--- config.mk ---
export PLATFORM = sky130hd
export DESIGN_NAME = sliding_window_distinct_detector
export DESIGN_NICKNAME = d
export VERILOG_FILES = /design/src/hdl/swdd_pkg.sv /design/src/hdl/swdd_ram.sv /design/src/hdl/swdd_window.sv /design/src/hdl/swdd_count.sv /design/src/hdl/swdd_outq.sv /design/src/hdl/sliding_window_distinct_detector.sv
export SDC_FILE = /design/constraint.sdc
export NUM_CORES = 1
export LEC_CHECK = 0
export BUFFER_PORTS_ARGS = -buffer_cell sky130_fd_sc_hd__buf_2
export CAP_MARGIN = 15
export CORE_ASPECT_RATIO = 0.9
export CORE_MARGIN = 1
export CORE_UTILIZATION = 60
export CTS_BUF_LIST = sky130_fd_sc_hd__clkbuf_16
export CTS_CLUSTER_DIAMETER = 30
export DETAILED_ROUTE_END_ITERATION = 16
export PLACE_DENSITY = 0.77
export SLEW_MARGIN = 20
export SYNTH_ARGS = -nofsm -noshare
export SYNTH_HDL_FRONTEND = slang
export SYNTH_SLANG_ARGS = --single-unit
--- constraint.sdc ---
create_clock -name clock -period 8.45 [get_ports clock]
set_input_delay 0.4225 -clock clock [delete_from_list [all_inputs] [get_ports clock]]
set_output_delay 0.4225 -clock clock [all_outputs]
set_load 0.02 [all_outputs]
--- src/hdl/swdd_pkg.sv ---
// Shared types and constants for the sliding window distinct detector.
// Used by every module of the block but swdd_ram; depends on nothing.
package swdd_pkg;

   localparam int LETTER_W    = 5;
   localparam int NUM_LETTERS = 26;
   localparam logic [LETTER_W-1:0] LAST_CODE = 5'd25;

   localparam int COUNT_W = 6;
   localparam int DUP_W   = 5;
   localparam int POS_W   = 17;

   localparam int WSIZE_W = 6;
   localparam logic [WSIZE_W-1:0] WSIZE_RESET = 6'd14;

   localparam int CSR_ADDR_W = 3;
   localparam int CSR_DATA_W = 32;
   // Word index of the window size register (byte address 0).
   localparam logic REG_WINDOW_SIZE = 1'b0;

   localparam int OUTQ_DEPTH = 4;
   localparam int QPTR_W     = $clog2(OUTQ_DEPTH);
   localparam int QCNT_W     = $clog2(OUTQ_DEPTH + 1);

   typedef struct packed {
      logic [LETTER_W-1:0] letter;
      logic                last;
      logic                evict;
      logic                full;
   } item_type;

   typedef struct packed {
      logic             found;
      logic [POS_W-1:0] position;
   } result_type;

endpackage

--- src/hdl/swdd_ram.sv ---
// Generic single-port-write, single-port-read RAM with registered read data.
// Read during write to the same address returns the old contents. No dependencies.
module swdd_ram #(
   parameter int WIDTH = 8,
   parameter int DEPTH = 32
) (
   input  logic                     clock,
   input  logic                     we,
   input  logic [$clog2(DEPTH)-1:0] waddr,
   input  logic [WIDTH-1:0]         wdata,
   input  logic [$clog2(DEPTH)-1:0] raddr,
   output logic [WIDTH-1:0]         rdata
);

   logic [WIDTH-1:0] mem_ff [DEPTH];
   logic [WIDTH-1:0] rdata_ff;

   always_ff @(posedge clock) begin
      if (we) begin
         mem_ff[waddr] <= wdata;
      end
      rdata_ff <= mem_ff[raddr];
   end

   assign rdata = rdata_ff;

endmodule

--- src/hdl/swdd_window.sv ---
// Front stage: ring of recent letters, write pointer, fill level and the
// window length latched per stream. Depends on swdd_pkg and swdd_ram.
module swdd_window
   import swdd_pkg::*;
#(
   parameter int MAX_WINDOW = 32
) (
   input  logic                               clock,
   input  logic                               reset,
   input  logic                               accept,
   input  logic [LETTER_W-1:0]                letter,
   input  logic                               last_letter,
   input  logic [WSIZE_W-1:0]                 window_size,
   output logic                               s1_valid,
   output item_type                           s1_item,
   output logic [$clog2(MAX_WINDOW + 1)-1:0]  s1_win,
   output logic [LETTER_W-1:0]                s1_old
);

   localparam int WIN_W = $clog2(MAX_WINDOW + 1);
   localparam int RW    = $clog2(MAX_WINDOW);
   localparam int EXT_W = (WIN_W > WSIZE_W) ? WIN_W : WSIZE_W;

   logic [RW-1:0]       wr_ff, wr_in;
   logic [WIN_W-1:0]    fill_ff, fill_in;
   logic [WIN_W-1:0]    win_ff, win_in;
   logic                s1_valid_ff;
   item_type            s1_item_ff;
   logic [WIN_W-1:0]    s1_win_ff;

   logic [EXT_W-1:0]    ws_ext;
   logic [WIN_W-1:0]    win_eff;
   logic [WIN_W-1:0]    cur_win;
   logic [WIN_W-1:0]    fill_next;
   logic [WIN_W:0]      slot_sum;
   logic [WIN_W:0]      slot_wrap;
   logic [RW-1:0]       slot;
   logic [LETTER_W-1:0] letter_c;
   item_type            item;

   // Clamp the register: zero acts as one, above the ring depth acts as the depth.
   always_comb begin
      ws_ext = EXT_W'(window_size);
      if (ws_ext == '0) begin
         win_eff = WIN_W'(1);
      end else if (ws_ext > EXT_W'(MAX_WINDOW)) begin
         win_eff = WIN_W'(MAX_WINDOW);
      end else begin
         win_eff = WIN_W'(ws_ext);
      end
   end

   assign cur_win   = (fill_ff == '0) ? win_eff : win_ff;
   assign fill_next = (fill_ff == WIN_W'(MAX_WINDOW)) ? fill_ff : fill_ff + WIN_W'(1);
   assign letter_c  = (letter > LAST_CODE) ? LAST_CODE : letter;

   // Slot of the letter leaving the window: (wr - win) modulo ring depth.
   always_comb begin
      slot_sum  = (WIN_W + 1)'(wr_ff) + (WIN_W + 1)'(MAX_WINDOW) - (WIN_W + 1)'(cur_win);
      slot_wrap = (slot_sum >= (WIN_W + 1)'(MAX_WINDOW)) ?
                  slot_sum - (WIN_W + 1)'(MAX_WINDOW) : slot_sum;
      slot      = RW'(slot_wrap);
   end

   always_comb begin
      item.letter = letter_c;
      item.last   = last_letter;
      item.evict  = (fill_ff >= cur_win);
      item.full   = (fill_next >= cur_win);
   end

   always_comb begin
      wr_in   = wr_ff;
      fill_in = fill_ff;
      win_in  = win_ff;
      if (accept) begin
         if (last_letter) begin
            wr_in   = '0;
            fill_in = '0;
         end else begin
            wr_in   = (wr_ff == RW'(MAX_WINDOW - 1)) ? '0 : wr_ff + RW'(1);
            fill_in = fill_next;
            win_in  = cur_win;
         end
      end
   end

   always_ff @(posedge clock) begin
      if (reset) begin
         wr_ff       <= '0;
         fill_ff     <= '0;
         win_ff      <= '0;
         s1_valid_ff <= 1'b0;
      end else begin
         wr_ff       <= wr_in;
         fill_ff     <= fill_in;
         win_ff      <= win_in;
         s1_valid_ff <= accept;
      end
   end

   always_ff @(posedge clock) begin
      if (accept) begin
         s1_item_ff <= item;
         s1_win_ff  <= cur_win;
      end
   end

   swdd_ram #(
      .WIDTH (LETTER_W),
      .DEPTH (MAX_WINDOW)
   ) ring_ram (
      .clock (clock),
      .we    (accept),
      .waddr (wr_ff),
      .wdata (letter_c),
      .raddr (slot),
      .rdata (s1_old)
   );

   assign s1_valid = s1_valid_ff;
   assign s1_item  = s1_item_ff;
   assign s1_win   = s1_win_ff;

endmodule

--- src/hdl/swdd_count.sv ---
// Count stage: per-letter counts kept as add and remove tallies in RAM,
// duplicate tracking, stream index and the hit decision. Depends on swdd_pkg, swdd_ram.
module swdd_count
   import swdd_pkg::*;
#(
   parameter int MAX_WINDOW = 32,
   parameter int MAX_LENGTH = 65535
) (
   input  logic                               clock,
   input  logic                               reset,
   input  logic                               s1_valid,
   input  item_type                           s1_item,
   input  logic [$clog2(MAX_WINDOW + 1)-1:0]  s1_win,
   input  logic [LETTER_W-1:0]                s1_old,
   output logic                               s2_valid,
   output logic                               push,
   output result_type                         push_data
);

   localparam int WIN_W   = $clog2(MAX_WINDOW + 1);
   localparam int IDX_W   = $clog2(MAX_LENGTH + 2);
   localparam int CAP_W   = (IDX_W > POS_W) ? IDX_W : POS_W;
   localparam int POS_CAP = (MAX_LENGTH + 1 < (1 << POS_W) - 1) ?
                            MAX_LENGTH + 1 : (1 << POS_W) - 1;

   logic                   s2_valid_ff;
   item_type               s2_item_ff;
   logic [WIN_W-1:0]       s2_win_ff;
   logic [LETTER_W-1:0]    s2_old_ff;

   logic [DUP_W-1:0]       dup_ff, dup_in;
   logic [IDX_W-1:0]       idx_ff, idx_in;
   logic                   reported_ff, reported_in;
   logic [NUM_LETTERS-1:0] inc_vld_ff, inc_vld_in;
   logic [NUM_LETTERS-1:0] dec_vld_ff, dec_vld_in;
   logic                   byp_inc_v_ff;
   logic [LETTER_W-1:0]    byp_inc_addr_ff;
   logic [COUNT_W-1:0]     byp_inc_data_ff;
   logic                   byp_dec_v_ff;
   logic [LETTER_W-1:0]    byp_dec_addr_ff;
   logic [COUNT_W-1:0]     byp_dec_data_ff;

   logic [LETTER_W-1:0]    old_c;
   logic [COUNT_W-1:0]     inc_l_rd, inc_o_rd, dec_l_rd, dec_o_rd;
   logic [COUNT_W-1:0]     inc_l, inc_o, dec_l, dec_o;
   logic [COUNT_W-1:0]     c_l, c_l_new, c_o;
   logic [COUNT_W-1:0]     inc_l_new, dec_o_new;
   logic                   c_l_sat;
   logic                   dup_up, dup_down, dec_do;
   logic [DUP_W-1:0]       dup_mid, dup_new;
   logic                   proc, hit;
   logic                   inc_we, dec_we;
   logic [IDX_W-1:0]       idx1, idx_next, start, miss_pos;
   logic [CAP_W-1:0]       pos_raw, pos_cap;

   function automatic logic [COUNT_W-1:0] fwd(
      input logic                   byp_v,
      input logic [LETTER_W-1:0]    byp_addr,
      input logic [COUNT_W-1:0]     byp_data,
      input logic [LETTER_W-1:0]    addr,
      input logic [NUM_LETTERS-1:0] vld,
      input logic [COUNT_W-1:0]     rd
   );
      logic [COUNT_W-1:0] val;
      val = '0;
      if (byp_v && byp_addr == addr) begin
         val = byp_data;
      end else if (vld[addr]) begin
         val = rd;
      end
      return val;
   endfunction

   // S1: issue tally reads for the incoming letter and the leaving letter.
   assign old_c = (s1_old > LAST_CODE) ? LAST_CODE : s1_old;

   always_ff @(posedge clock) begin
      if (reset) begin
         s2_valid_ff <= 1'b0;
      end else begin
         s2_valid_ff <= s1_valid;
      end
   end

   always_ff @(posedge clock) begin
      if (s1_valid) begin
         s2_item_ff <= s1_item;
         s2_win_ff  <= s1_win;
         s2_old_ff  <= old_c;
      end
   end

   swdd_ram #(.WIDTH(COUNT_W), .DEPTH(NUM_LETTERS)) inc_l_ram (
      .clock (clock), .we (inc_we), .waddr (s2_item_ff.letter), .wdata (inc_l_new),
      .raddr (s1_item.letter), .rdata (inc_l_rd)
   );
   // Replica of the add tallies for the second read address.
   swdd_ram #(.WIDTH(COUNT_W), .DEPTH(NUM_LETTERS)) inc_o_ram (
      .clock (clock), .we (inc_we), .waddr (s2_item_ff.letter), .wdata (inc_l_new),
      .raddr (old_c), .rdata (inc_o_rd)
   );
   swdd_ram #(.WIDTH(COUNT_W), .DEPTH(NUM_LETTERS)) dec_l_ram (
      .clock (clock), .we (dec_we), .waddr (s2_old_ff), .wdata (dec_o_new),
      .raddr (s1_item.letter), .rdata (dec_l_rd)
   );
   swdd_ram #(.WIDTH(COUNT_W), .DEPTH(NUM_LETTERS)) dec_o_ram (
      .clock (clock), .we (dec_we), .waddr (s2_old_ff), .wdata (dec_o_new),
      .raddr (old_c), .rdata (dec_o_rd)
   );

   // S2: forward last cycle's write, then count = adds - removes (mod 2^COUNT_W).
   always_comb begin
      inc_l = fwd(byp_inc_v_ff, byp_inc_addr_ff, byp_inc_data_ff,
                  s2_item_ff.letter, inc_vld_ff, inc_l_rd);
      dec_l = fwd(byp_dec_v_ff, byp_dec_addr_ff, byp_dec_data_ff,
                  s2_item_ff.letter, dec_vld_ff, dec_l_rd);
      inc_o = fwd(byp_inc_v_ff, byp_inc_addr_ff, byp_inc_data_ff,
                  s2_old_ff, inc_vld_ff, inc_o_rd);
      dec_o = fwd(byp_dec_v_ff, byp_dec_addr_ff, byp_dec_data_ff,
                  s2_old_ff, dec_vld_ff, dec_o_rd);

      c_l       = inc_l - dec_l;
      c_l_sat   = (c_l == '1);
      inc_l_new = c_l_sat ? inc_l : inc_l + COUNT_W'(1);
      c_l_new   = c_l_sat ? c_l : c_l + COUNT_W'(1);
      dup_up    = (c_l == COUNT_W'(1));
      dup_mid   = dup_ff + DUP_W'(dup_up);

      // Leaving letter sees the increment when it equals the incoming one.
      c_o       = (s2_old_ff == s2_item_ff.letter) ? c_l_new : inc_o - dec_o;
      dec_do    = s2_item_ff.evict && (c_o != '0);
      dec_o_new = dec_o + COUNT_W'(1);
      dup_down  = dec_do && (c_o == COUNT_W'(2)) && (dup_mid != '0);
      dup_new   = dup_mid - DUP_W'(dup_down);
   end

   assign proc   = s2_valid_ff && !reported_ff;
   assign hit    = proc && s2_item_ff.full && (dup_new == '0);
   assign inc_we = proc && !s2_item_ff.last;
   assign dec_we = inc_we && dec_do;

   always_comb begin
      idx1     = idx_ff + IDX_W'(1);
      start    = (idx1 >= IDX_W'(s2_win_ff)) ? idx1 - IDX_W'(s2_win_ff) : '0;
      idx_next = (proc && idx_ff < IDX_W'(MAX_LENGTH)) ? idx1 : idx_ff;
      miss_pos = idx_next + IDX_W'(1);
      pos_raw  = hit ? CAP_W'(start) : CAP_W'(miss_pos);
      pos_cap  = (pos_raw > CAP_W'(POS_CAP)) ? CAP_W'(POS_CAP) : pos_raw;
   end

   assign push               = hit || (proc && s2_item_ff.last);
   assign push_data.found    = hit;
   assign push_data.position = POS_W'(pos_cap);

   always_comb begin
      dup_in      = dup_ff;
      idx_in      = idx_ff;
      reported_in = reported_ff;
      inc_vld_in  = inc_vld_ff;
      dec_vld_in  = dec_vld_ff;
      if (s2_valid_ff && s2_item_ff.last) begin
         // End of stream: drop all tallies at once.
         dup_in      = '0;
         idx_in      = '0;
         reported_in = 1'b0;
         inc_vld_in  = '0;
         dec_vld_in  = '0;
      end else if (proc) begin
         dup_in      = dup_new;
         idx_in      = idx_next;
         reported_in = hit;
         inc_vld_in[s2_item_ff.letter] = 1'b1;
         if (dec_we) begin
            dec_vld_in[s2_old_ff] = 1'b1;
         end
      end
   end

   always_ff @(posedge clock) begin
      if (reset) begin
         dup_ff       <= '0;
         idx_ff       <= '0;
         reported_ff  <= 1'b0;
         inc_vld_ff   <= '0;
         dec_vld_ff   <= '0;
         byp_inc_v_ff <= 1'b0;
         byp_dec_v_ff <= 1'b0;
      end else begin
         dup_ff       <= dup_in;
         idx_ff       <= idx_in;
         reported_ff  <= reported_in;
         inc_vld_ff   <= inc_vld_in;
         dec_vld_ff   <= dec_vld_in;
         byp_inc_v_ff <= inc_we;
         byp_dec_v_ff <= dec_we;
      end
   end

   always_ff @(posedge clock) begin
      byp_inc_addr_ff <= s2_item_ff.letter;
      byp_inc_data_ff <= inc_l_new;
      byp_dec_addr_ff <= s2_old_ff;
      byp_dec_data_ff <= dec_o_new;
   end

   assign s2_valid = s2_valid_ff;

endmodule

--- src/hdl/swdd_outq.sv ---
// Small result queue that decouples the count stage from the response channel.
// Depends on swdd_pkg.
module swdd_outq
   import swdd_pkg::*;
(
   input  logic              clock,
   input  logic              reset,
   input  logic              push,
   input  result_type        push_data,
   input  logic              pop,
   output logic              out_valid,
   output result_type        out_data,
   output logic [QCNT_W-1:0] count
);

   result_type        entry_ff [OUTQ_DEPTH];
   logic [QPTR_W-1:0] wr_ptr_ff, rd_ptr_ff;
   logic [QCNT_W-1:0] cnt_ff;
   logic              pop_ok;

   assign pop_ok = pop && (cnt_ff != '0);

   always_ff @(posedge clock) begin
      if (reset) begin
         wr_ptr_ff <= '0;
         rd_ptr_ff <= '0;
         cnt_ff    <= '0;
      end else begin
         if (push) begin
            wr_ptr_ff <= wr_ptr_ff + QPTR_W'(1);
         end
         if (pop_ok) begin
            rd_ptr_ff <= rd_ptr_ff + QPTR_W'(1);
         end
         cnt_ff <= cnt_ff + QCNT_W'(push) - QCNT_W'(pop_ok);
      end
   end

   always_ff @(posedge clock) begin
      if (push) begin
         entry_ff[wr_ptr_ff] <= push_data;
      end
   end

   assign out_valid = (cnt_ff != '0);
   assign out_data  = entry_ff[rd_ptr_ff];
   assign count     = cnt_ff;

endmodule

--- src/hdl/sliding_window_distinct_detector.sv ---
// Sliding window distinct detector: takes one letter request per cycle, back to back, while
// req_ready is high, and reports the start of the first window of window_size letters that
// holds no repeated letter, once per stream; a stream that ends without one reports length
// plus one. For each accepted request the ring of recent letters is read first, then the
// per-letter tally memories, each with a registered read. Up to four results queue on the
// response side; req_ready drops only when queued results plus requests in flight reach
// four. Tallies clear at once at the end of a stream and at reset (no clearing pass). A
// window_size write applies from the next stream.
module sliding_window_distinct_detector
   import swdd_pkg::*;
#(
   parameter int MAX_WINDOW = 32,
   parameter int MAX_LENGTH = 65535
) (
   input  logic                  clock,
   input  logic                  reset,

   input  logic                  req_valid,
   output logic                  req_ready,
   input  logic [LETTER_W-1:0]   req_letter,
   input  logic                  req_last_letter,

   output logic                  rsp_valid,
   input  logic                  rsp_ready,
   output logic                  rsp_found,
   output logic [POS_W-1:0]      rsp_position,

   input  logic                  csr_psel,
   input  logic                  csr_penable,
   input  logic                  csr_pwrite,
   input  logic [CSR_ADDR_W-1:0] csr_paddr,
   input  logic [CSR_DATA_W-1:0] csr_pwdata,
   output logic [CSR_DATA_W-1:0] csr_prdata,
   output logic                  csr_pready
);

   localparam int WIN_W = $clog2(MAX_WINDOW + 1);

   logic [WSIZE_W-1:0] window_size_ff;
   logic               csr_sel_win;
   logic               accept;
   logic               s1_valid, s2_valid;
   item_type           s1_item;
   logic [WIN_W-1:0]   s1_win;
   logic [LETTER_W-1:0] s1_old;
   logic               push;
   result_type         push_data;
   result_type         rsp_data;
   logic [QCNT_W-1:0]  q_cnt;
   logic [QCNT_W-1:0]  pending;

   // Configuration register
   assign csr_sel_win = (csr_paddr[2] == REG_WINDOW_SIZE);
   assign csr_pready  = 1'b1;
   assign csr_prdata  = csr_sel_win ? CSR_DATA_W'(window_size_ff) : '0;

   always_ff @(posedge clock) begin
      if (reset) begin
         window_size_ff <= WSIZE_RESET;
      end else if (csr_psel && csr_penable && csr_pwrite && csr_sel_win) begin
         window_size_ff <= csr_pwdata[WSIZE_W-1:0];
      end
   end

   // Hold requests while every queue slot is spoken for.
   assign pending   = q_cnt + QCNT_W'(s1_valid) + QCNT_W'(s2_valid);
   assign req_ready = (pending < QCNT_W'(OUTQ_DEPTH));
   assign accept    = req_valid && req_ready;

   swdd_window #(
      .MAX_WINDOW (MAX_WINDOW)
   ) u_window (
      .clock       (clock),
      .reset       (reset),
      .accept      (accept),
      .letter      (req_letter),
      .last_letter (req_last_letter),
      .window_size (window_size_ff),
      .s1_valid    (s1_valid),
      .s1_item     (s1_item),
      .s1_win      (s1_win),
      .s1_old      (s1_old)
   );

   swdd_count #(
      .MAX_WINDOW (MAX_WINDOW),
      .MAX_LENGTH (MAX_LENGTH)
   ) u_count (
      .clock     (clock),
      .reset     (reset),
      .s1_valid  (s1_valid),
      .s1_item   (s1_item),
      .s1_win    (s1_win),
      .s1_old    (s1_old),
      .s2_valid  (s2_valid),
      .push      (push),
      .push_data (push_data)
   );

   swdd_outq u_outq (
      .clock     (clock),
      .reset     (reset),
      .push      (push),
      .push_data (push_data),
      .pop       (rsp_ready),
      .out_valid (rsp_valid),
      .out_data  (rsp_data),
      .count     (q_cnt)
   );

   assign rsp_found    = rsp_data.found;
   assign rsp_position = rsp_data.position;

   a_pending_bound: assert property (@(posedge clock) disable iff (reset)
      pending <= QCNT_W'(OUTQ_DEPTH))
      else $error("queued plus in-flight results exceed queue depth");

   a_no_overflow: assert property (@(posedge clock) disable iff (reset)
      push |-> (q_cnt != QCNT_W'(OUTQ_DEPTH)) || (rsp_valid && rsp_ready))
      else $error("result pushed into a full queue");

   a_win_range: assert property (@(posedge clock) disable iff (reset)
      s1_valid |-> (s1_win != '0) && (s1_win <= WIN_W'(MAX_WINDOW)))
      else $error("latched window length out of range");

endmodule
# Word level (Yosys, flattened, before mapping)
# Memories as Yosys holds them, arrays and structs flattened. A register that Yosys moved wholly into a read port is not among the register bits.
# Cells that the tools add are included.
[totals]
ramBits = 856
reg_bits = 164
input_bits = 48
mem_count = 6
out_inout_bits = 53
[classes]
muxes = 48
n_lt_le_gt_ge = 14
reduce_logical = 34
n_eq_ne = 10
add_sub_neg = 21
bitwise = 4
[mem_list]
columns = ["memory", "depth", "word_bits", "read_ports", "rd_clocked_by_memory_dff", "write_ports", "line_no", "text"]
rows = [
  ["u_window.ring_ram.mem_ff", 32, 5, 1, 1, 1, "swdd_ram.sv:15", "logic [WIDTH-1:0] mem_ff [DEPTH];"],
  ["u_count.dec_l_ram.mem_ff", 26, 6, 1, 1, 1, "swdd_ram.sv:15", ""],
  ["u_count.dec_o_ram.mem_ff", 26, 6, 1, 1, 1, "swdd_ram.sv:15", ""],
  ["u_count.inc_l_ram.mem_ff", 26, 6, 1, 1, 1, "swdd_ram.sv:15", ""],
  ["u_count.inc_o_ram.mem_ff", 26, 6, 1, 1, 1, "swdd_ram.sv:15", ""],
  ["u_outq.entry_ff", 4, 18, 1, 1, 1, "swdd_outq.sv:16", "result_type entry_ff [OUTQ_DEPTH];"],
]
[op_table]
columns = ["op", "count"]
rows = [
  ["two-way mux 6 bit", 17],
  ["two-way mux 17 bit", 4],
  ["OR 26 bit", 2],
  ["adder 17 x 1 -> 17 bit (second input constant)", 2],
  ["== test 5 bit", 5],
  ["two-way mux 5 bit", 5],
  ["adder 6 x 1 -> 6 bit (second input constant)", 4],
  ["logical AND 1 bit", 22],
  ["binary-select mux 1 bit (select 5 bit)", 4],
  ["greater-or-equal comparator 17 x 6 -> 1 bit", 1],
  ["greater-than comparator 17 bit (second input constant)", 1],
  ["less-than comparator 17 x 16 -> 1 bit (second input constant)", 1],
  ["subtractor 17 x 6 -> 17 bit", 1],
  ["two-way mux 1 bit", 14],
  ["== test 6 bit (second input constant)", 2],
  ["greater-or-equal comparator 6 bit", 2],
  ["zero test 6 bit", 2],
  ["less-than comparator 5 x 6 -> 1 bit (second input constant)", 2],
  ["subtractor 6 bit", 2],
  ["demux 1 bit (select 5 bit)", 2],
  ["greater-or-equal comparator 5 x 1 -> 1 bit (second input constant)", 2],
  ["greater-than comparator 5 bit (second input constant)", 2],
  ["adder 3 x 1 -> 3 bit", 3],
  ["adder 5 x 6 -> 7 bit (second input constant)", 1],
  ["23 further kinds", 28],
]

# Longest topological paths before layout
# Gate-level depths: netlist (run 1).
[logic_depth]
ltp_word = 18
mapped_depth = 40

# By module
# Synthesis (run 1) repeated with hierarchy kept, for this count alone.
[hier_totals]
hier_cells = 2943
hier_area_um2 = 45705.1
[modules_own_cells]
columns = ["module", "area_each_um2", "cells_per_inst", "seq_area_each_um2", "n_inst"]
rows = [
  ["swdd_ram (u_count.dec_l_ram ...)", 6427.4, 330, 4804.6, 4],
  ["swdd_count", 8135.3, 950, 2572.5, 1],
  ["swdd_ram (u_window.ring_ram)", 6344.8, 277, 4904.7, 1],
  ["swdd_outq", 3109.2, 139, 2342.2, 1],
  ["swdd_window", 1859.3, 193, 780.7, 1],
  ["sliding_window_distinct_detector", 546.8, 64, 120.1, 1],
]

# Worst setup path after synthesis (run 1)
# Ideal clock, no wire load.
[synth_timing]
kind = "reg2reg"
from = "register u_count.s2_item_ff[3] (netlist name)"
to = "memory u_outq.entry_ff[0][0] (netlist name) (data pin)"
path_stages_with_launch = 38
n_path_buf = 4
setup_ns = 0.167
period_less_slack_ns = 7.647
arrival_time_ns = 7.480
path_slack_ns = 0.803
cell_sequence = "edfxtp_1 -> buf_6 -> buf_6 -> mux4_2 -> a32o_1 -> a31oi_1 -> a21oi_1 -> a22o_1 -> ha_1 -> fa_1 -> inv_1 -> a21o_1 -> a21oi_1 -> a211o_1 -> a211oi_1 -> xnor2_1 -> nor4b_1 -> ha_1 -> [... 2 more ...] -> a21oi_1 -> nor3_1 -> nor4_1 -> ha_1 -> ha_1 -> nor2_1 -> a311oi_1 -> a21oi_1 -> xnor2_1 -> or3_1 -> clkbuf_1 -> clkinv_1 -> and2_1 -> clkbuf_1 -> o21a_1 -> a2111o_1 -> o41a_1 -> nor2_1"
[synth_rtl]
columns = ["element", "line_no", "text"]
rows = [
  ["start, declared", "swdd_count.sv:27", "item_type s2_item_ff;"],
  ["start signal, assigned", "swdd_count.sv:87", "s2_item_ff <= s1_item;"],
  ["end, declared", "swdd_outq.sv:16", ""],
]

==> summary.txt, run 1 <==
Run status
  – Outcome: complete, no violations

STA
  – Worst Max-Slew Pin Slew: 1170 ps
  – F_max: 126 MHz
  – Final Setup Violations: 0
  – Slew Viols, Final: 0
  – Worst slew margin: 0.220
  – Final hold violation count: 0
  – Setup TNS: 0 ps
  – Final min period: 7950 ps
  – Fin crit share: 0.941
  – Clock skew: ~28 ps
  – Final WS setup: between 500 and 600 ps

Synthesis
  – Fraction of registers with async set/reset: 0
  – Area contributors post-synth: edfxtp_1 49%, mux4_2 10%, dfxtp_1 9.2%
  – Cell area after synthesis: around 35000 µm²
  – Flops & latches, synth: 739
  – Cell count after synthesis: around 2700
  – Warnings, synthesis: 0
  – Share of the synthesized area in the top cell type: 0.492
  – Unique masters post-synth: approximately 90
  – Ys flop type: edfxtp_1
  – Seq/Total Area, Yosys: 0.584
  – Avg Cell Area, Syn: approximately 13 µm²
  – EDFF count, synth: around 580
  – Leading area contributor after synthesis: edfxtp_1

Run
  – Max-cap check violation count: 0

Worst setup path
  – CP most frequent cell: ha_2
  – Crit path max fanout: 18
  – CP startpoint: u_count.s2_item_ff[3]
  – Reg-to-Reg Start: u_count.s2_item_ff[3]
  – Crit path DAT: between 8000 and 9000 ps
  – Slowest CP cell: mux4_2
  – CP Class: reg -> reg
  – Crit-path max cell delay: approximately 520 ps
  – WP data required: around 9000 ps
  – CP startpoint kind: flip-flop
  – Worst Setup End Kind: flip-flop

Clock network
  – TritonCTS Buffers: 134
  – CTS HTree Levels: 4
  – Clock Tree Root: clkbuf_16
  – Clock latency on the worst-skew pair: just over 700 ps
  – CTS Buffer Depth: 3
  – Clock sink total: about 740
  – CTS tree: done
  – Register clock-pin slew on the reported worst setup and hold paths: roughly 50 ps

Place
  – IO Port Bufs: 45
  – RePlAce Congestion: 0.921
  – Placed Instances: about 3300
  – Placement Setup Slack: -26.0 ps
  – DP HPWL: about 55000 µm

Routing
  – # DRC: 0
  – WL per Instance: 25.4 µm
  – Vias: 24180
  – Avg Vias per Cell: 6.71
  – Iter 0 DRT Violations: ~2500
  – Routed Antenna Nets: 0
  – DRT Pass-1 Iters: 8
  – Drt total wl: approximately 90000 µm

Finish
  – Share of cells above drive strength 1: 0.210
  – Final nets: between 2000 and 3000
  – Filler cell count: between 3000 and 4000
  – Most frequent cells in the layout: 577 x edfxtp_1, 202 x nor2_1, 197 x nand2_1
  – # diodes: 0
  – Area added between synthesis and finish: 16.2%
  – Commonest non-fill, non-tap cell in the layout: edfxtp_1
  – Post-Layout Cell Count: 3606

Floorplanning
  – Core Box Area: 57500 µm²
  – Die Y: 232 µm
  – Die Wd: roughly 260 µm
  – Initial Util: 0.613
  – Die area: approximately 60000 µm²
  – # rows: 83
  – IO Count: between 100 and 150

Global routing
  – Initial antenna violation count: 0
  – Global-route wire length before repair: approximately 140000 µm
  – Pin count of the biggest net entering global routing: 67
  – Vias in the first global route: 24000
  – GR Overflow Total: 0
  – GR Util All Layers: 0.309

Min path
  – Hold Crit Start: csr_pwdata[2]
  – HP Class: in -> reg

Pwr
  – Power per cell area: 303 nW/µm²
  – Power, Total: about 12 mW
  – Leakage: 14.6 nW
  – Worst vdd ir: around 0.3 mV
## flip-flops by register name, indices dropped and copies added (netlist names), 8 cells and up, named ones only
register and count:
u_outq.entry_ff 72, u_count.inc_vld_ff 26, u_count.inc_o_ram.mem_ff 156, u_count.idx_ff 17, u_count.dec_vld_ff 26, u_window.s1_item 8, u_count.s2_item_ff 8, u_count.dec_o_ram.mem_ff 156
u_window.ring_ram.mem_ff 160
## per-stage QoR
step | hold slack (ps) | cell area [µm²] | utilization
floorplan | 343 | 35300 | -
global route | 51.5 | 41000 | 0.712
CTS | 10.9 | 40700 | 0.708
finish | 46.2 | 41000 | 0.712
detailed placement | 408 | 36100 | 0.628
global placement | 401 | 36100 | 0.627
## timing repair
| item | in CTS | in global routing |
|---|---|---|
| gates cloned | 0 | 0 |
| gates resized for setup | 1 | 27 |
| hold buffers | 3 | 0 |
| setup endpoints to repair | 20 | 103 |
| endpoints found under the hold margin | 3 | 0 |
| pin swaps | 0 | 6 |
| setup buffers | 0 | 7 |
## cells in the mapped netlist, drive strengths merged (17+ instances only)
library cell,instances
edfxtp,577
nor2,209
nand2,201
mux4,164
dfxtp,162
clkbuf,126
a21oi,125
buf,90
nand3,87
xnor2,72
a211oi,70
o22ai,69
inv,61
ha,55
nor2b,44
xor2,42
o21ai,39
mux2i,38
nor3,32
o221ai,32
a32o,28
nor3b,25
a31oi,24
and3,23
a22oi,22
mux2,20
a21o,18
nand2b,18
and2,17
## per-layer routing
metal / global-route usage / vias up / routed length, µm
li1: - / 10472 / -
met1: 0.415 / 12035 / 35400
met2: 0.490 / 1411 / 44200
met3: 0.0682 / 262 / 8810
met4: 0.129 / 0 / 3210
met5: 0 / - / 0
## where the power goes
part / switching, mW / internal, mW
clock: 1.86 / 3.48
combinational: 1.88 / 0.968
sequential: 0.145 / 4.06
total: 3.89 / 8.51
## critical path, delay by kind of cell, from the launching register on
| family | cells | cell delay (ps) |
|---|---|---|
| XOR/XNOR | 2 | 310 |
| AND/OR/NAND/NOR | 7 | 1440 |
| flip-flops | 1 | 380 |
| AO/OA/AOI/OAI | 14 | 3050 |
| adder cells (fa/ha/maj) | 6 | 1590 |
| multiplexers | 1 | 520 |
| buffers and inverters | 3 | 460 |
## cells by family after synthesis
kind of cell               count (synthesis)  synth area share
AOI/OAI and AO/OA                        513             0.102
xor gates and xnor gates                 115            0.0290
adders and majority gates                 61            0.0226
buffers and inverters                    278            0.0355
DFF                                      739             0.584
muxes                                    222             0.122
other                                      2          0.000213
and+or+nand+nor                          740             0.105
## final cells by class
cell class / count / area (µm²) / area share
clock buffers: 138 / 3450 / 0.0843
clock inverters: 109 / 1120 / 0.0273
inverters: 62 / 233 / 0.00568
multi-input cells: 1678 / 13800 / 0.338
flip-flops and latches: 739 / 20600 / 0.502
well taps: 765 / 957 / 0.0234
repair buffers: 115 / 791 / 0.0193
## path summary, 6_finish.rpt
kind	cells past startpoint	slack, ps	end
setup / recovery	33	500	u_outq.entry_ff[0][1]
hold / removal	4	50	window_size_ff[2]
hold reg to reg	0	420	u_count.s2_item_ff[1]
setup reg to reg	33	500	u_outq.entry_ff[0][1]
(Power assumes the default switching activity.)
==> run 2, diff against run 1 <==
RECOVER_POWER = 25   (was unset)
==> run 2 against run 1 <==
Against the previous run:
- highest routed layer unchanged
- register-to-register slack hardly changed
- core utilization is 0.12 points lower
- largest power group unchanged
- die area stayed put
- worst setup slack worse by 14 ps
- combinational power hardly changed
- first-iteration DRC count is 5.4% higher
- clock skew is 0.74 ps lower
- flip-flop and latch count stayed put
- the flow now finishes with violations (capacitance limit, slew limit)
- worst hold slack better by 2.3 ps
- sequential share of layout area is 0.081 points higher
==> summary.txt, run 2 (synthesis results as in run 1) <==
Routing
  – Iter 0 DRT Violations: 2682 (+5.4%)
  – Met2 WL: 44100 µm (-0.28%)
  – Drt total wl: 91700 µm (about the same)
  – Vias: 24181 (+0.0041%)
  – DRT Pass-1 Iters: 6 (-2)
  – WL per Instance: 25.4 µm (about the same)
  – Wl on met1: 35500 µm (+0.32%)
  – Avg Vias per Cell: 6.71 (about the same)
  – WL met3: 8750 µm (-0.70%)
  – DR top layer: met4
  – Routed Antenna Nets: 0 (unchanged)
  – # DRC: 0 (unchanged)

Finish
  – Flip-flop count of the largest register after layout: 160 (unchanged)
  – # diodes: 0 (unchanged)
  – Top reg by flops: u_window.ring_ram.mem_ff
  – Biggest regs: u_window.ring_ram.mem_ff: 160 flops, u_count.dec_o_ram.mem_ff: 156 flops, u_count.inc_o_ram.mem_ff: 156 flops
  – Share of cells above drive strength 1: 0.200 (-0.0109)
  – Commonest non-fill, non-tap cell in the layout: edfxtp_1
  – Area added between synthesis and finish: 16.0%
  – Multi-input logic area: 13800 µm² (about the same)
  – Final nets: 2838 (unchanged)
  – Register Area: 20600 µm² (unchanged)
  – Filler cell count: 3729 (+0.92%)
  – Most frequent cells in the layout: 577 x edfxtp_1, 202 x nor2_1, 197 x nand2_1
  – Core Util, Final: 0.711 (-0.00115)

Global routing
  – GR Overflow Total: 0 (unchanged)
  – Pin count of the biggest net entering global routing: 67 (unchanged)
  – Global-route wire length before repair: 140000 µm (unchanged)
  – GR Util All Layers: 0.309 (unchanged)
  – Vias in the first global route: 24000 (unchanged)
  – Initial antenna violation count: 0 (unchanged)

Floorplanning
  – # rows: 83 (unchanged)
  – Die Wd: 258 µm (unchanged)
  – Core Box Area: 57500 µm² (unchanged)
  – IO Count: 101 (unchanged)
  – Die Y: 232 µm (unchanged)
  – Initial Util: 0.613 (unchanged)
  – Die area: 59700 µm² (unchanged)

Clock network
  – TritonCTS Buffers: 134 (unchanged)
  – Clock Tree Root: clkbuf_16
  – Register clock-pin slew on the reported worst setup and hold paths: 50 ps (about the same)
  – CTS HTree Levels: 4 (unchanged)
  – CTS Buffer Depth: 3 (unchanged)
  – CTS tree: done
  – Clock latency on the worst-skew pair: 720 ps (about the same)
  – Clock sink total: 739 (unchanged)

STA
  – Worst Max-Slew Pin Slew: 3750 ps (+2580 ps)
  – Final min period: 7960 ps (+13.6 ps)
  – Final Setup Violations: 0 (unchanged)
  – Final hold violation count: 0 (unchanged)
  – Clock skew: 27.4 ps (-0.739 ps)
  – Worst slew margin: -1.50 (-1.72)
  – Fin crit share: 0.942 (+0.00160)
  – F_max: 126 MHz (-0.17%)
  – Slew Viols, Final: 399 (+399)
  – Hold Worst Slack: 48.5 ps (+2.26 ps)

Worst setup path
  – CP Class: reg -> reg
  – WP data required: 9000 ps (about the same)
  – Crit-path max cell delay: 520 ps (about the same)
  – CP startpoint kind: flip-flop
  – CP most frequent cell: ha_2
  – Crit path DAT: 8510 ps (about the same)
  – Crit path max fanout: 18 (unchanged)
  – Buf+Inv Stages, Crit Path: 3 (unchanged)
  – Slowest CP cell: mux4_2
  – Worst Setup End Kind: flip-flop
  – Kind of cell adding the most delay to the critical path: compound AO/OA/AOI/OAI gates

Place
  – IO Port Bufs: 45 (unchanged)
  – RePlAce Congestion: 0.921 (unchanged)
  – DP HPWL: 55200 µm (unchanged)

Run status
  – Failing checks: capacitance limit, slew limit
  – Outcome: finished, violations left

Pwr
  – Leakage: 14.5 nW (-0.60%)
  – Worst vdd ir: 0.302 mV (+0.57%)
  – Power per cell area: 304 nW/µm² (+0.32%)

Min path
  – HP Class: in -> reg

Run
  – Max-cap check violation count: 10 (+10)
[run 2: cell types whose count changed in the layout (fill, tap and decap cells not counted), sizes merged]
cell,delta
buf,-27
clkbuf,+27
[run 2: stage by stage]
| step | cell area, µm² | setup slack [ps] | setup TNS, ps | instances | total power, mW |
|---|---|---|---|---|---|
| after floorplan | 35300 | 803 | 0 | 2695 | 6.18 |
| after CTS | 40700 | 16.8 | 0 | 3599 | 12.4 |
| after global routing | 40900 | -45.0 | -517 | 3606 | 12.8 |
| after global placement | 36100 | 282 | 0 | 3349 | 6.95 |
| after detailed placement | 36100 | -26.0 | -189 | 3349 | 7.01 |
| final | 40900 | 486 | 0 | 3606 | 12.4 |
[run 2: layout make-up]
cell class / instances / share of cell area
inverter: 62 / 0.00569
sequential: 739 / 0.503
clock buffer: 138 / 0.0844
clock inverter: 109 / 0.0274
tap: 765 / 0.0234
timing repair buffer: 115 / 0.0178
multi-input combinational: 1678 / 0.338
[run 2: report_power, final]
part           total (mW)  leakage (nW)  internal (mW)  switching, mW
clock network        5.35          2.24           3.48           1.87
logic                2.86          5.33          0.977           1.88
registers            4.21          6.97           4.06          0.145
total                12.4          14.5           8.52           3.90
[run 2: what timing repair did]
item | in CTS | in global routing
endpoints found under the setup margin | 20 | 103
hold endpoints to repair | 3 | 0
pin swaps | 0 | 6
resized for setup | 1 | 27
hold buffers | 3 | 0
setup buffers | 0 | 7
[run 2: final timing paths]
check	start	endpoint	slack [ps]	cells past startpoint
setup / recovery	u_count.s2_item_ff[3]	u_outq.entry_ff[0][1]	490	33
hold / removal	csr_pwdata[2]	window_size_ff[2]	50	4
setup reg to reg	u_count.s2_item_ff[3]	u_outq.entry_ff[0][1]	490	33
hold reg to reg	u_window.s1_item[1]	u_count.s2_item_ff[1]	420	0
[run 2: layer usage]
metal  up-vias  global-route usage
met5         -                   0
met2      1391               0.490
met4         0               0.129
met1     12050               0.415
li1      10475                   -
met3       265              0.0682
[run 2: worst reg2reg max path, delay by kind of cell (launching register included)]
family	cells	cell delay, ps
XOR/XNOR	2	310
AO/OA/AOI/OAI	14	3080
multiplexers	1	530
flip-flops	1	380
buffers and inverters	3	470
AND/OR/NAND/NOR	7	1450
adder cells (fa/ha/maj)	6	1590
